**config.mk**
```make
export PLATFORM = sky130hd
export DESIGN_NAME = bmb_queue
export DESIGN_NICKNAME = d
export VERILOG_FILES = /design/src/bmb_pkg.sv /design/src/bmb_queue.sv
export SDC_FILE = /design/constraint.sdc
export NUM_CORES = 1
export LEC_CHECK = 0
export BUFFER_PORTS_ARGS = -buffer_cell sky130_fd_sc_hd__buf_2
export CAP_MARGIN = 0
export CORE_UTILIZATION = 50
export CTS_CLUSTER_SIZE = 28
export DETAILED_ROUTE_END_ITERATION = 16
export PLACE_DENSITY = 0.81
export REMOVE_ABC_BUFFERS = 1
export SYNTH_ARGS = -nofsm -noshare
export SYNTH_HDL_FRONTEND = slang
export SYNTH_SLANG_ARGS = --single-unit
```
**constraint.sdc**
```tcl
create_clock -name clk -period 6.8 [get_ports clk]
set_input_delay 1.7 -clock clk [delete_from_list [all_inputs] [get_ports clk]]
set_output_delay 1.7 -clock clk [all_outputs]
set_load 0.02 [all_outputs]
```
**src/bmb_pkg.sv**
```systemverilog
package bmb_pkg;

	// wide enough for coordinate + extent sums and plane sizes up to 256
	localparam int SUM_W = 10;
	localparam int QDEPTH = 2;

	localparam logic [3:0] REQ_WSRC  = 4'd0;
	localparam logic [3:0] REQ_WDST  = 4'd1;
	localparam logic [3:0] REQ_RDST  = 4'd2;
	localparam logic [3:0] REQ_COPY  = 4'd3;
	localparam logic [3:0] REQ_VFLIP = 4'd4;
	localparam logic [3:0] REQ_HFLIP = 4'd5;
	localparam logic [3:0] REQ_ROT   = 4'd6;
	localparam logic [3:0] REQ_OR    = 4'd7;
	localparam logic [3:0] REQ_XOR   = 4'd8;

	typedef enum logic [3:0] {
		K_WSRC,
		K_WDST,
		K_RDST,
		K_COPY,
		K_VFLIP,
		K_HFLIP,
		K_ROT,
		K_OR,
		K_XOR,
		K_REJ
	} kind_t;

	typedef struct packed {
		kind_t            kind;
		logic [SUM_W-1:0] sr;
		logic [SUM_W-1:0] sc;
		logic [SUM_W-1:0] dr;
		logic [SUM_W-1:0] dc;
		logic [SUM_W-1:0] rw;
		logic [SUM_W-1:0] rh;
		logic             pv;
	} job_t;

endpackage

```
**src/bmb_queue.sv**
```systemverilog
module bmb_queue import bmb_pkg::*; (
	input  logic clk,
	input  logic arst_n,
	input  logic push,
	input  job_t din,
	output logic full,
	input  logic pop,
	output job_t dout,
	output logic empty
);
	job_t                       ent_q [QDEPTH];
	logic [$clog2(QDEPTH)-1:0]  wp_q, rp_q;
	logic [$clog2(QDEPTH):0]    cnt_q;

	assign full = (cnt_q == ($clog2(QDEPTH)+1)'(QDEPTH));
	assign empty = (cnt_q == '0);
	assign dout = ent_q[rp_q];

	always_ff @(posedge clk) begin
		if (push) begin
			ent_q[wp_q] <= din;
		end
	end

	always_ff @(posedge clk or negedge arst_n) begin
		if (!arst_n) begin
			wp_q <= '0;
			rp_q <= '0;
			cnt_q <= '0;
		end else begin
			if (push) wp_q <= wp_q + 1'b1;
			if (pop) rp_q <= rp_q + 1'b1;
			if (push && !pop) cnt_q <= cnt_q + 1'b1;
			else if (pop && !push) cnt_q <= cnt_q - 1'b1;
		end
	end
endmodule

```
== Word level (Yosys, flattened, before mapping) ==
Memories as Yosys holds them, arrays and structs flattened.
Index checks and enable logic that the tools add are counted.

* Bits in registers: 4
* Memory bits (writable): 130
* Input bits: 69
* Output and inout port bits: 67
* Logic and storage cells: 19
* Memories: 1

{| class="wikitable"
|+ Memory list
! name !! depth !! bits a word !! rd ports !! clocked after Yosys merged registers in !! wr ports !! line !! text
|-
| ent_q || 2 || 65 || 1 || 0 || 1 || bmb_queue.sv:11 || <nowiki>job_t ent_q [QDEPTH];</nowiki>
|}

* Add/sub/neg operators: 4
* Equal/unequal tests: 1
* Multiplexer cells: 4
* Reductions and logical operators: 6

{| class="wikitable"
|+ Operator list
! kind !! number
|-
| 2-bit two-way mux || 2
|-
| 1-bit adder (second input constant) || 2
|-
| 2-bit by 1-bit adder with 2-bit output (second input constant) || 1
|-
| 2-bit == test (second input constant) || 1
|-
| 1-bit logical AND || 2
|-
| 1-bit zero test || 2
|-
| 2-bit zero test || 1
|-
| 1-bit two-way mux || 2
|-
| 2-bit nonzero test || 1
|-
| 2-bit by 1-bit subtractor with 2-bit output (second input constant) || 1
|}

== Depth between registers and ports, before layout ==
* Depth in word-level cells: 4
* Mapped depth: 5
* Depth with buffers taken out: 5

== Worst setup path before layout ==
OpenSTA, ideal clock, no wires.

* Path kind: input -> register
* From: in push
* To: mem ent_q[0][0] (netlist name) (enable)
* Library setup time: 0.496 ns
* Arrival time: 4.557 ns
* Data required time: 6.304 ns
* Setup slack: 1.747 ns
* Cell stages on the path: 1
* Cells stage by stage: nor2b_1

* Longest elaborated chain between the ends: 2

{| class="wikitable"
|+ Ends and longest elaborated chain
! what !! line !! text
|-
| start: declaration || bmb_queue.sv:4 || <nowiki>input logic push,</nowiki>
|-
| 1-bit two-way mux || bmb_queue.sv:20 || <nowiki>if (push) begin</nowiki>
|-
| 1-bit two-way mux (not written as such) || bmb_queue.sv:21 || <nowiki>ent_q[wp_q] <= din;</nowiki>
|-
| end: declaration || bmb_queue.sv:11 ||
|}

No other way between the ends.

==> impl_metrics.tcl <==
set metrics [dict create \
    cts_buffers 17 \
    clk_path_buf_depth 2 \
    outcome "finished clean" \
    p_per_area_nw_per_um2 452 \
    clock_skew_ps 4.46 \
    critPathLaunchType "flip-flop" \
    leakagePower_nw 2.54 \
    grt_pass1_vias 2521 \
    post-route-period-util_pct 58.7 \
    antennaDiodeCount 0 \
    drv_cap 0 \
    total_power_mw 2.89 \
    drcViolationCount 0 \
    rows 36 \
    num_io_pins 136 \
    overflow 0 \
    cp-end-kind "primary output" \
    clk_latency_ps 510 \
    num_vias 2464 \
    ys_seq_elements 134 \
    start_util_pct 51.5 \
    clk_pin_slew_worst_paths_ps 60 \
    dp_hpwl_um 5100 \
    period_needed_ps 3990 \
    cts_repair_resize_count 0 \
    fin_util_pct 65.4 \
    pre_cts_ws_ps 3330 \
    cts-root-buf "clkbuf_8" \
    path_class "flip-flop to primary output" \
    area_growth_pct 26.8 \
    grt_max_degree 67 \
    ys_seq_area_share_pct 79.5 \
    crit_slowest_cell "dfrtp_4" \
    setup_tns_ps 0 \
    ant_nets 0 \
    finalSetupViolations 0 \
    clock-sinks 134 \
    ctsHoldBuffers 0 \
    wl_per_cell_um 16.1 \
    antenna_found_initial 0 \
    hold-worst-slack_ps 518 \
    first_iter_violations 81 \
    crit_fanout 66 \
    post_cts_buffers 0 \
    cts_max_level 4 \
    relSlewSlack_pct 26.6 \
    top_layer "met4" \
    avgSynthCellArea_um2 23.1 \
    die_y_um 102 \
    crit_buf_inv 1 \
    ir_worst_vdd_uv 229 \
    dieArea_um2 10500 \
    r2r_setup_slack_ps 4850 \
    worstPathCellList "mux2_2 -> buf_2" \
    yosys_warnings 0 \
    drive_gt1_share_pct 60.9 \
    wl_met2_um 4230 \
    synth_area_um2 5040 \
    grt_pass1_wl_um 12200 \
    nets 436 \
    hold_viol 0 \
    worstPathArrival_ps 2290 \
    synth_cell_type_count 13 \
    slew_viol_final 0 \
    wirelength_um 8240 \
    drt-met1-wl_um 3420 \
    grt_usage_pct 16.6 \
    cp_data_required_time_ps 5100 \
    via_per_inst 4.81 \
    cts_tree "done" \
    core_um2 9770 \
    hold_class "flip-flop to flip-flop" \
    fmax_ghz 0.251 \
    critical-path-max-stage-delay_ps 1140 \
    worst_pin_slew_ps 1100 \
    gp_congestion 0.667 \
    cpLargestDelayFamily "flip-flops" \
    die_w_um 102 \
    drt_pass1_iterations 4 \
    wl_met3_um 479 \
    rsz0062_at_grt "false" \
    setup_ws_ps 2810 \
    synthCells 218 \
    io_buffers 135 \
]
[flip-flops by register name (all words and copies together) (netlist names)]
| name | count |
|---|---|
| rp_q | 1 |
| ent_q | 130 |
| wp_q | 1 |
| cnt_q | 2 |
[final cells by class]
class,instances,area (um2)
sequential,134,4010
multi-input combinational,76,975
clock inverter,14,135
fill,690,3390
inverter,1,3.75
timing repair buffer,136,683
tap,133,166
clock buffer,18,418
[cell usage after synthesis (all sizes together)]
master / number / area, um2
inv: 1 / 3.75
xnor2: 1 / 8.76
mux2: 65 / 882
and2: 1 / 6.26
nor2b: 2 / 12.5
edfxtp: 130 / 3900
buf: 7 / 66.3
dfrtp: 4 / 100
ha: 1 / 12.5
xor2: 4 / 35.0
nor2: 2 / 7.51
[cells by family (layout without fill, tap and decap cells)]
| group | Yosys count | after routing | synth area share (%) |
|---|---|---|---|
| DFF | 134 | 134 | 79.5 |
| muxes | 65 | 65 | 17.5 |
| buffers and inverters | 8 | 169 | 1.39 |
| xor gates and xnor gates | 5 | 5 | 0.869 |
| and+or+nand+nor | 5 | 5 | 0.522 |
| adders and majority gates | 1 | 1 | 0.248 |
[placed cells by master (no fill, tap or decap)]
| cell | n |
|---|---|
| and2_4 | 1 |
| buf_2 | 135 |
| buf_4 | 1 |
| bufinv_16 | 2 |
| clkbuf_1 | 1 |
| clkbuf_16 | 16 |
| clkbuf_8 | 1 |
| clkinv_1 | 4 |
| clkinv_2 | 1 |
| clkinv_4 | 1 |
| clkinvlp_4 | 5 |
| dfrtp_1 | 3 |
| dfrtp_4 | 1 |
| edfxtp_1 | 130 |
| ha_1 | 1 |
| inv_1 | 1 |
| inv_6 | 1 |
| mux2_2 | 25 |
| mux2_4 | 40 |
| nor2_1 | 2 |
| nor2b_1 | 1 |
| nor2b_4 | 1 |
| xnor2_1 | 1 |
| xor2_1 | 4 |
[worst reg2reg max path: cells and delay by family (launching register included)]
kind / cells / cell delay [ps]
buffers and inverters: 1 / 640
and+or+nand+nor: 1 / 480
DFF: 1 / 420
[where the power goes]
part           internal (mW)  switching [mW]
clock                  0.516           0.326
combinational          0.387           0.418
sequential              1.10           0.140
[final timing paths]
| path | to | from | cells past startpoint |
|---|---|---|---|
| max in group asynchronous | rp_q$_DFFE_PN0P_ | arst_n | 1 |
| hold / removal | cnt_q[1]$_DFFE_PN0P_ | cnt_q[1]$_DFFE_PN0P_ | 1 |
| hold reg to reg | cnt_q[1]$_DFFE_PN0P_ | cnt_q[1]$_DFFE_PN0P_ | 1 |
| setup reg to reg | ent_q[0][11]$_DFFE_PP_ | wp_q$_DFFE_PN0P_ | 2 |
| setup / recovery | dout[39] | rp_q$_DFFE_PN0P_ | 2 |
| min in group asynchronous | cnt_q[1]$_DFFE_PN0P_ | arst_n | 1 |
[per-layer routing]
layer / vias up / global-route usage (%)
li1: 1162 / -
met1: 1193 / 18.9
met2: 94 / 27.3
met3: 15 / 6.50
met4: 0 / 8.46
met5: - / 0
[metrics by stage]
step,instances,instance area (um2)
finish,512,6390
CTS,512,6390
floorplan,211,4970
global placement,480,5840
global route,512,6390
detailed placement,480,5840
No activity file was read; power rests on OpenSTA's default activity.
