[src/bmb_pkg.sv]
package bmb_pkg;

	// wide enough for coordinate + extent sums and plane sizes up to 256
	localparam int SUM_W = 10;
	localparam int QDEPTH = 2;

	localparam logic [3:0] REQ_WSRC  = 4'd0;
	localparam logic [3:0] REQ_WDST  = 4'd1;
	localparam logic [3:0] REQ_RDST  = 4'd2;
	localparam logic [3:0] REQ_COPY  = 4'd3;
	localparam logic [3:0] REQ_VFLIP = 4'd4;
	localparam logic [3:0] REQ_HFLIP = 4'd5;
	localparam logic [3:0] REQ_ROT   = 4'd6;
	localparam logic [3:0] REQ_OR    = 4'd7;
	localparam logic [3:0] REQ_XOR   = 4'd8;

	typedef enum logic [3:0] {
		K_WSRC,
		K_WDST,
		K_RDST,
		K_COPY,
		K_VFLIP,
		K_HFLIP,
		K_ROT,
		K_OR,
		K_XOR,
		K_REJ
	} kind_t;

	typedef struct packed {
		kind_t            kind;
		logic [SUM_W-1:0] sr;
		logic [SUM_W-1:0] sc;
		logic [SUM_W-1:0] dr;
		logic [SUM_W-1:0] dc;
		logic [SUM_W-1:0] rw;
		logic [SUM_W-1:0] rh;
		logic             pv;
	} job_t;

endpackage

[src/bmb_front.sv]
module bmb_front import bmb_pkg::*; #(
	parameter int MAX_WIDTH  = 64,
	parameter int MAX_HEIGHT = 64
) (
	input  logic [6:0] width_reg,
	input  logic [6:0] height_reg,
	input  logic [3:0] req_type,
	input  logic [5:0] from_col,
	input  logic [5:0] from_row,
	input  logic [5:0] to_col,
	input  logic [5:0] to_row,
	input  logic [6:0] rect_width,
	input  logic [6:0] rect_height,
	input  logic       pixel_value,
	output job_t       job
);
	logic [SUM_W-1:0] w, h, fc, fr, tc, tr, rw, rh, side_h;
	logic             oob_px, oob_rect;

	always_comb begin
		if (width_reg == 7'd0) w = SUM_W'(1);
		else if (SUM_W'(width_reg) > SUM_W'(MAX_WIDTH)) w = SUM_W'(MAX_WIDTH);
		else w = SUM_W'(width_reg);
		if (height_reg == 7'd0) h = SUM_W'(1);
		else if (SUM_W'(height_reg) > SUM_W'(MAX_HEIGHT)) h = SUM_W'(MAX_HEIGHT);
		else h = SUM_W'(height_reg);
	end

	assign fc = SUM_W'(from_col);
	assign fr = SUM_W'(from_row);
	assign tc = SUM_W'(to_col);
	assign tr = SUM_W'(to_row);
	assign rw = SUM_W'(rect_width);
	assign rh = SUM_W'(rect_height);
	// rotate works on a square of side rect_width
	assign side_h = (req_type == REQ_ROT) ? rw : rh;
	assign oob_px = (tc >= w) || (tr >= h);
	assign oob_rect = (fc + rw > w) || (tc + rw > w) || (fr + side_h > h) || (tr + side_h > h);

	always_comb begin
		job.kind = K_REJ;
		job.sr = fr;
		job.sc = fc;
		job.dr = tr;
		job.dc = tc;
		job.rw = rw;
		job.rh = side_h;
		job.pv = pixel_value;
		case (req_type)
			REQ_WSRC, REQ_WDST, REQ_RDST: begin
				job.sr = tr;
				job.sc = tc;
				job.rw = SUM_W'(1);
				job.rh = SUM_W'(1);
				if (oob_px) job.kind = K_REJ;
				else if (req_type == REQ_WSRC) job.kind = K_WSRC;
				else if (req_type == REQ_WDST) job.kind = K_WDST;
				else job.kind = K_RDST;
			end
			REQ_COPY: job.kind = oob_rect ? K_REJ : K_COPY;
			REQ_VFLIP: job.kind = oob_rect ? K_REJ : K_VFLIP;
			REQ_HFLIP: job.kind = oob_rect ? K_REJ : K_HFLIP;
			REQ_ROT: job.kind = oob_rect ? K_REJ : K_ROT;
			REQ_OR, REQ_XOR: begin
				job.kind = (req_type == REQ_OR) ? K_OR : K_XOR;
				job.sr = '0;
				job.sc = '0;
				job.dr = '0;
				job.dc = '0;
				job.rw = w;
				job.rh = h;
			end
			default: job.kind = K_REJ;
		endcase
	end
endmodule

[config.mk]
export PLATFORM = sky130hd
export DESIGN_NAME = bmb_front
export DESIGN_NICKNAME = d
export VERILOG_FILES = /design/src/bmb_pkg.sv /design/src/bmb_front.sv
export SDC_FILE = /design/constraint.sdc
export NUM_CORES = 1
export LEC_CHECK = 0
export BUFFER_PORTS_ARGS = -buffer_cell sky130_fd_sc_hd__buf_2
export CORE_ASPECT_RATIO = 1.2
export CORE_MARGIN = 2
export CORE_UTILIZATION = 35
export DETAILED_ROUTE_END_ITERATION = 6
export GPL_ROUTABILITY_DRIVEN = 0
export PLACE_DENSITY_LB_ADDON = 0.05
export SKIP_LAST_GASP = 1
export SYNTH_ARGS = -nofsm -noshare
export SYNTH_HDL_FRONTEND = slang
export SYNTH_SLANG_ARGS = --single-unit
export TNS_END_PERCENT = 30
[constraint.sdc]
create_clock -name vclk -period 16.3
set_clock_uncertainty 0.1 [all_clocks]
set_input_delay 2.445 -clock vclk [all_inputs]
set_output_delay 2.445 -clock vclk [all_outputs]
set_load 0.01 [all_outputs]
**Word-level counts from Yosys, hierarchy flattened**

Index checks and enable logic that the tools add are counted.

- $add $sub $neg: 4
- Reductions and logical operators: 9
- Divide/modulo/power cells: 0
- $lt $le $gt $ge: 8
- Shift-type cells: 0
- $mul: 0
- Equal/unequal tests: 8
- Mux-type cells: 17
- Bitwise gates (word level): 0

Operator list:

| kind | count |
|---|---|
| greater-than comparator 8 x 10 -> 1 bit | 4 |
| one-hot mux 20 bit (2 select lines) | 1 |
| two-way mux 7 bit | 5 |
| adder 6 x 7 -> 8 bit | 4 |
| one-hot mux 16 bit (2 select lines) | 1 |
| two-way mux 4 bit | 7 |
| one-hot mux 4 bit (6 select lines) | 1 |
| greater-or-equal comparator 6 x 10 -> 1 bit | 2 |
| equality test 4 x 3 -> 1 bit (second input constant) | 4 |
| two-way mux 16 bit | 1 |
| greater-than comparator 7 bit (second input constant) | 2 |
| logical NOT 7 bit | 2 |
| equality test 4 x 2 -> 1 bit (second input constant) | 2 |
| equality test 4 x 1 -> 1 bit (second input constant) | 1 |
| equality test 4 bit (second input constant) | 1 |
| logical NOT 4 bit | 1 |
| logical OR 1 bit | 4 |
| OR reduction 3 bit | 1 |
| two-way mux 2 bit | 1 |
| OR reduction 2 bit | 1 |

- Memories: 0
- Bits in registers: 0
- Bits in latches: 0
- Bits in read-only memories: 0
- Bits in writable memories: 0

**Logic depth before layout (Yosys ltp)**

Gate-level depths: netlist (run 1).

- Depth in word-level cells: 9
- Depth in mapped cells: 20
- Depth with buffers taken out: 19

**Worst setup path after synthesis (run 1)**

Ideal clock, no wire load.

- Path type: input-to-output
- Start point: input port req_type[2]
- End point: output port job[62] (netlist bit)
- Data required time: 13755 ps
- Data arrival time: 6227 ps
- Path buffers: 1
- Stages: 16
- Slack: 7528 ps
- Cell sequence: buf_4 nand2b_4 nor3b_4 mux2i_1 inv_1 ha_1 a211o_1 a211o_1 a21oi_1 ha_1 nand4_1 o21bai_1 a31oi_1 or4_4 or3_4 a211oi_2

RTL lines:

| what | RTL line | RTL |
|---|---|---|
| start, declared | bmb_front.sv:7 | `input logic [3:0] req_type,` |
| end, declared | bmb_front.sv:15 | `output job_t job` |

==> results.json, run 1 <==
{
  "critPathLaunchType": "input pin",
  "netSwitchingPower_w": 0.0000754,
  "fin_crit_ns": 9.27,
  "diodes": 0,
  "syn_area_per_cell_sq_um": 7.13,
  "rsz0062_at_grt": "false",
  "netSwitchingFraction_pct": 56.9,
  "drt_iter0_markers": 106,
  "layout-drive-gt1-share_pct": 23.9,
  "final_cell_mix": "buf_2, ha_1, nand2_1",
  "outcome": "finished clean",
  "p_int_w": 0.0000572,
  "synthToLayoutAreaGrowth_pct": 18.2,
  "grt_pass1_vias": 2999,
  "crit_path_max_incr_delay_ns": 0.54,
  "seqCellArea_sq_um": 0,
  "pin_count": 122,
  "grt_max_degree": 32,
  "met3_length_microns": 367,
  "layout_commonest_cell": "buf_2",
  "wl_per_cell_microns": 17.4,
  "cts_setup_buffers": 0,
  "ys_warn_count": 0,
  "crit_family": "simple AND/OR/NAND/NOR gates",
  "die_area_sq_mm": 0.00859,
  "arrival_ns": 6.72,
  "p_per_area_mw_per_mm2": 40.8,
  "dieWidth_microns": 84.9,
  "placed_cells": 568,
  "worstSetupEndpointType": "primary output",
  "dr.max_layer_used": "met4",
  "cts.repair.resized": 0,
  "hold_path.class": "input pin to primary output",
  "finalWirelength_microns": 9910,
  "path_max_fanout": 7,
  "power_frac_seq_pct": 0,
  "antenna_left": 0,
  "synth_cell_types": 49,
  "grt_pass1_wl_microns": 15300,
  "fmax_mhz": 108,
  "path_class": "input pin to primary output",
  "setup_violations": 0,
  "p_comb_share_pct": 100.0,
  "slew_violations": 0,
  "track_usage_pct": 22.4,
  "first_pass_iters": 4,
  "vias": 3028,
  "leakagePower_nw": 1.73,
  "fin_util_pct": 42.4,
  "worstPathCellList": "buf_2 > nand2b_4 > nor3b_4 > mux2i_1 > inv_1 > ha_1 > a211o_1 > a211o_1 > a21oi_1 > ha_1 > nand4_1 > o21bai_1 > a31oi_1 > or4_4 > or3_4 > a211oi_2 > buf_2",
  "stdcell_count": 568,
  "timing.critical_path.buf_inv": 3,
  "netlist_area_sq_mm": 0.00275,
  "place_hpwl_microns": 8520,
  "std_cell_rows": 35,
  "cap_viol_max_count": 0,
  "die_h_microns": 101,
  "clock_buffers": 0,
  "cp_slowest_cell": "or4_4",
  "floorplan.initialDensity_pct": 35.9,
  "cts_hold_buf": 0,
  "viasPerCell": 5.33,
  "relSlewSlack_pct": 27.7,
  "final_cell_area_sq_mm": 0.00325,
  "placed_area_sq_mm": 0.00325,
  "port_buffers": 98,
  "nets": 603,
  "core_area_sq_mm": 0.00766,
  "vdd_drop_max_mv": 0.0153,
  "antenna_found_initial": 0,
  "finalHoldViolCount": 0,
  "critPathRequiredTime_ns": 13.76,
  "seq_cells": 0,
  "tns_ns": 0,
  "grt_overflow": 0,
  "synth_sequential_area_ratio_pct": 0,
  "wl_met1_microns": 4060,
  "pwr-share-clk_pct": 0,
  "finalCritPeriodShare_pct": 56.9,
  "wl_met2_microns": 5310,
  "remaining_drc_errors": 0,
  "worst_pin_slew_ns": 1.08,
  "synthCells": 386
}
==> power by group through the flow <==
stage	sequential, W	combinational (W)	clock [W]
3_5_place_dp	0	0.000132	0
5_1_grt	0	0.000149	0
4_1_cts	0	0.000133	0
2_1_floorplan	0	0.0000934	0
6_report	0	0.000133	0
3_3_place_gp	0	0.000131	0
==> per-layer routing <==
| layer | track usage (%) | vias to the layer above |
|---|---|---|
| met3 | 1.72 | 9 |
| met4 | 3.42 | 0 |
| met2 | 45.2 | 81 |
| li1 | - | 1541 |
| met5 | 0 | - |
| met1 | 25.9 | 1397 |
==> cells in the mapped netlist (all sizes together), types with 6 or more instances <==
master,number,share of area (%)
ha,64,29
nand2,34,4.6
o21ai,31,5.6
inv,29,4.0
buf,25,6.7
nor2,24,3.3
nand3,23,4.2
a21oi,20,3.6
xnor2,12,3.8
a21o,11,3.0
and2,9,2.0
nor3,9,1.6
a211oi,8,2.5
nor2b,8,1.8
clkbuf,6,0.82
==> metrics by stage <==
stage	total power (W)	hold slack, ns	setup WS [ns]
2_1_floorplan	0.0000934	4.88	7.53
6_report	0.000133	4.79	7.03
3_3_place_gp	0.000131	4.79	7.10
5_1_grt	0.000149	4.79	6.71
3_5_place_dp	0.000132	4.79	7.04
4_1_cts	0.000133	4.79	7.03
==> final timing paths <==
check   startpoint  endpoint  slack, ns  cells past startpoint
max    req_type[3]   job[62]       7.03                     17
min    pixel_value    job[0]       4.79                      0
==> cell type report <==
cell class / count / area [sq um]
fillers: 843 / 4410
inverters: 31 / 116
multi-input cells: 345 / 2510
well taps: 92 / 115
repair buffers: 100 / 505
==> cells by family after synthesis <==
family / after synthesis / share of synthesized area, %
compound gates: 105 / 25.0
xor+xnor: 15 / 4.78
fa+ha+maj: 68 / 32.0
buf+inv: 62 / 11.7
mux: 7 / 2.77
other cells: 1 / 0.136
simple gates: 128 / 23.6
No activity file was read; power rests on OpenSTA's default activity.
==> run 2, diff against run 1 <==
--- a/config.mk
+++ b/config.mk
@@ -5,6 +5,7 @@
 export SDC_FILE = /design/constraint.sdc
 export NUM_CORES = 1
 export LEC_CHECK = 0
+export ABC_AREA = 1
 export BUFFER_PORTS_ARGS = -buffer_cell sky130_fd_sc_hd__buf_2
 export CORE_ASPECT_RATIO = 1.2
 export CORE_MARGIN = 2
==> constraint.sdc (replaced) <==
create_clock -name vclk -period 7.6
set_clock_uncertainty 0.1 [all_clocks]
set_input_delay 1.14 -clock vclk [all_inputs]
set_output_delay 1.14 -clock vclk [all_outputs]
set_load 0.01 [all_outputs]
==> results.json, run 2 <==
{
  "synthCells": 463,
  "antenna_found_initial": 0,
  "whs_path_depth": 0,
  "nFillCells": 873,
  "seq_cells": 0,
  "worstSetupEndpointType": "primary output",
  "grt_pass1_wl_microns": 15200,
  "seqCellArea_sq_um": 0,
  "critPathRequiredTime_ns": 6.36,
  "cap_viol_max_count": 0,
  "finalHoldViolCount": 0,
  "path_max_fanout": 15,
  "vdd_drop_max_mv": 0.0370,
  "critPathLaunch": "req_type[2]",
  "grt_overflow": 0,
  "cp_slowest_cell": "o21ai_0",
  "port_buffers": 98,
  "nets": 681,
  "synthAdderAreaFrac_pct": 31.4,
  "std_cell_rows": 35,
  "cts_hold_buf": 0,
  "path_class": "input pin to primary output",
  "die_h_microns": 102,
  "synth_area_leader_cell": "ha_1",
  "core_area_sq_mm": 0.00771,
  "hold_path.class": "input pin to primary output",
  "remaining_drc_errors": 0,
  "synth_top_area_share_pct": 28.6,
  "slew_violations": 0,
  "leakagePower_nw": 2.00,
  "wl_per_cell_microns": 14.7,
  "netlist_area_sq_mm": 0.00280,
  "layout-drive-gt1-share_pct": 20.4,
  "synth_simple_gate_area_share_pct": 27.6,
  "worst_pin_slew_ns": 0.705,
  "fin_hold_ws_ns": 2.18,
  "synthMuxAreaShare_pct": 0,
  "finalWirelength_microns": 9460,
  "rsz0062_at_grt": "false",
  "fmax_mhz": 169,
  "placed_area_sq_mm": 0.00329,
  "p_per_area_mw_per_mm2": 91.2,
  "diodes": 0,
  "synth_sequential_area_ratio_pct": 0,
  "antenna_left": 0,
  "netlist_top_cells_area": "ha_1, nand2_1, inv_1",
  "final_cell_mix": "nand2_1, buf_2, inv_1",
  "dieWidth_microns": 85.7,
  "relSlewSlack_pct": 52.5,
  "min_from": "pixel_value",
  "critPathLaunchType": "input pin",
  "outcome": "finished clean",
  "fin_crit_ns": 5.93,
  "synth_top_family_by_area": "adder cells",
  "viasPerCell": 4.89,
  "fin_util_pct": 42.6,
  "die_area_sq_mm": 0.00874,
  "synth_compound_area_share_pct": 16.6,
  "yosysMostFrequentCell": "nand2_1",
  "vias": 3162,
  "hold_end": "job[0]",
  "clock_buffers": 0,
  "worstPathCellList": "buf_2 > inv_1 > nor2_2 > nand2_2 > o21ai_0 > ha_1 > inv_1 > fa_1 > o21ai_0 > a21o_1 > a21oi_1 > xor2_1 > ha_1 > nand4_1 > nand2_1 > nand2_1 > nor2_4 > nand3_2 > a21oi_1 > buf_2",
  "grt_max_degree": 16,
  "cts_setup_buffers": 0,
  "drt_iter0_markers": 58,
  "synthToLayoutAreaGrowth_pct": 17.3,
  "power.total_w": 0.000300,
  "synth-xor-area-share_pct": 6.25,
  "finalCritPeriodShare_pct": 78.0,
  "final_cell_area_sq_mm": 0.00329,
  "floorplan.initialDensity_pct": 36.4,
  "cts.repair.resized": 0,
  "grt_pass1_vias": 3131,
  "layout_commonest_cell": "nand2_1",
  "netlist_top_cells_count": "nand2_1, inv_1, ha_1, nor2_1, buf_4",
  "synth_cell_types": 37,
  "track_usage_pct": 21.9,
  "tns_ns": 0,
  "place_hpwl_microns": 8380,
  "crit_path_max_incr_delay_ns": 0.48,
  "first_pass_iters": 4,
  "ys_warn_count": 0,
  "setup_violations": 0,
  "syn_area_per_cell_sq_um": 6.05,
  "arrival_ns": 4.69,
  "multi_input_area_sq_mm": 0.00238,
  "pin_count": 122
}
==> run 2: worst max-delay path by stage <==
stage               endpoint  cells after the start  slack, ns
finish               job[63]                     20       1.67
global route         job[64]                     24       1.23
CTS                  job[63]                     19       1.66
detailed placement   job[63]                     23       1.66
global placement     job[64]                     24       1.75
floorplan            job[63]                     24       2.46
==> run 2: stage by stage <==
| stage | instances | setup slack, ns |
|---|---|---|
| after floorplan | 484 | 2.46 |
| after global placement | 646 | 1.75 |
| after detailed placement | 646 | 1.66 |
| after CTS | 646 | 1.66 |
| after global routing | 646 | 1.23 |
| final | 646 | 1.67 |
==> run 2: layout make-up <==
| class | count | area share, % |
|---|---|---|
| inverters | 79 | 9.02 |
| repair buffers | 99 | 15.2 |
| multi-input cells | 376 | 72.3 |
| well taps | 92 | 3.50 |
==> run 2: logic make-up after synthesis <==
logic type,count (synthesis)
compound gates,81
xor+xnor,20
fa+ha+maj,68
buf+inv,108
other cells,1
simple gates,185
==> run 2: critical path: cells and delay by family <==
kind / cells / cell delay (ns)
and+or+nand+nor: 7 / 0.82
xor gates and xnor gates: 1 / 0.16
adders and majority gates: 3 / 1.04
AOI/OAI and AO/OA: 5 / 1.16
buffers and inverters: 4 / 0.39
==> run 2: routing by layer <==
layer / up-vias / global-route usage (%) / share of wire [%]
met5: - / 0 / 0
met4: 0 / 2.69 / 1.2
met3: 8 / 0.242 / 4.4
met2: 98 / 45.1 / 53
met1: 1400 / 25.8 / 41
li1: 1656 / - / -
==> run 2: power breakdown <==
group          leakage, nW  internal (W)  switching (W)
clock                    0             0              0
combinational         2.00      0.000118       0.000182
sequential               0             0              0
total                 2.00      0.000118       0.000182
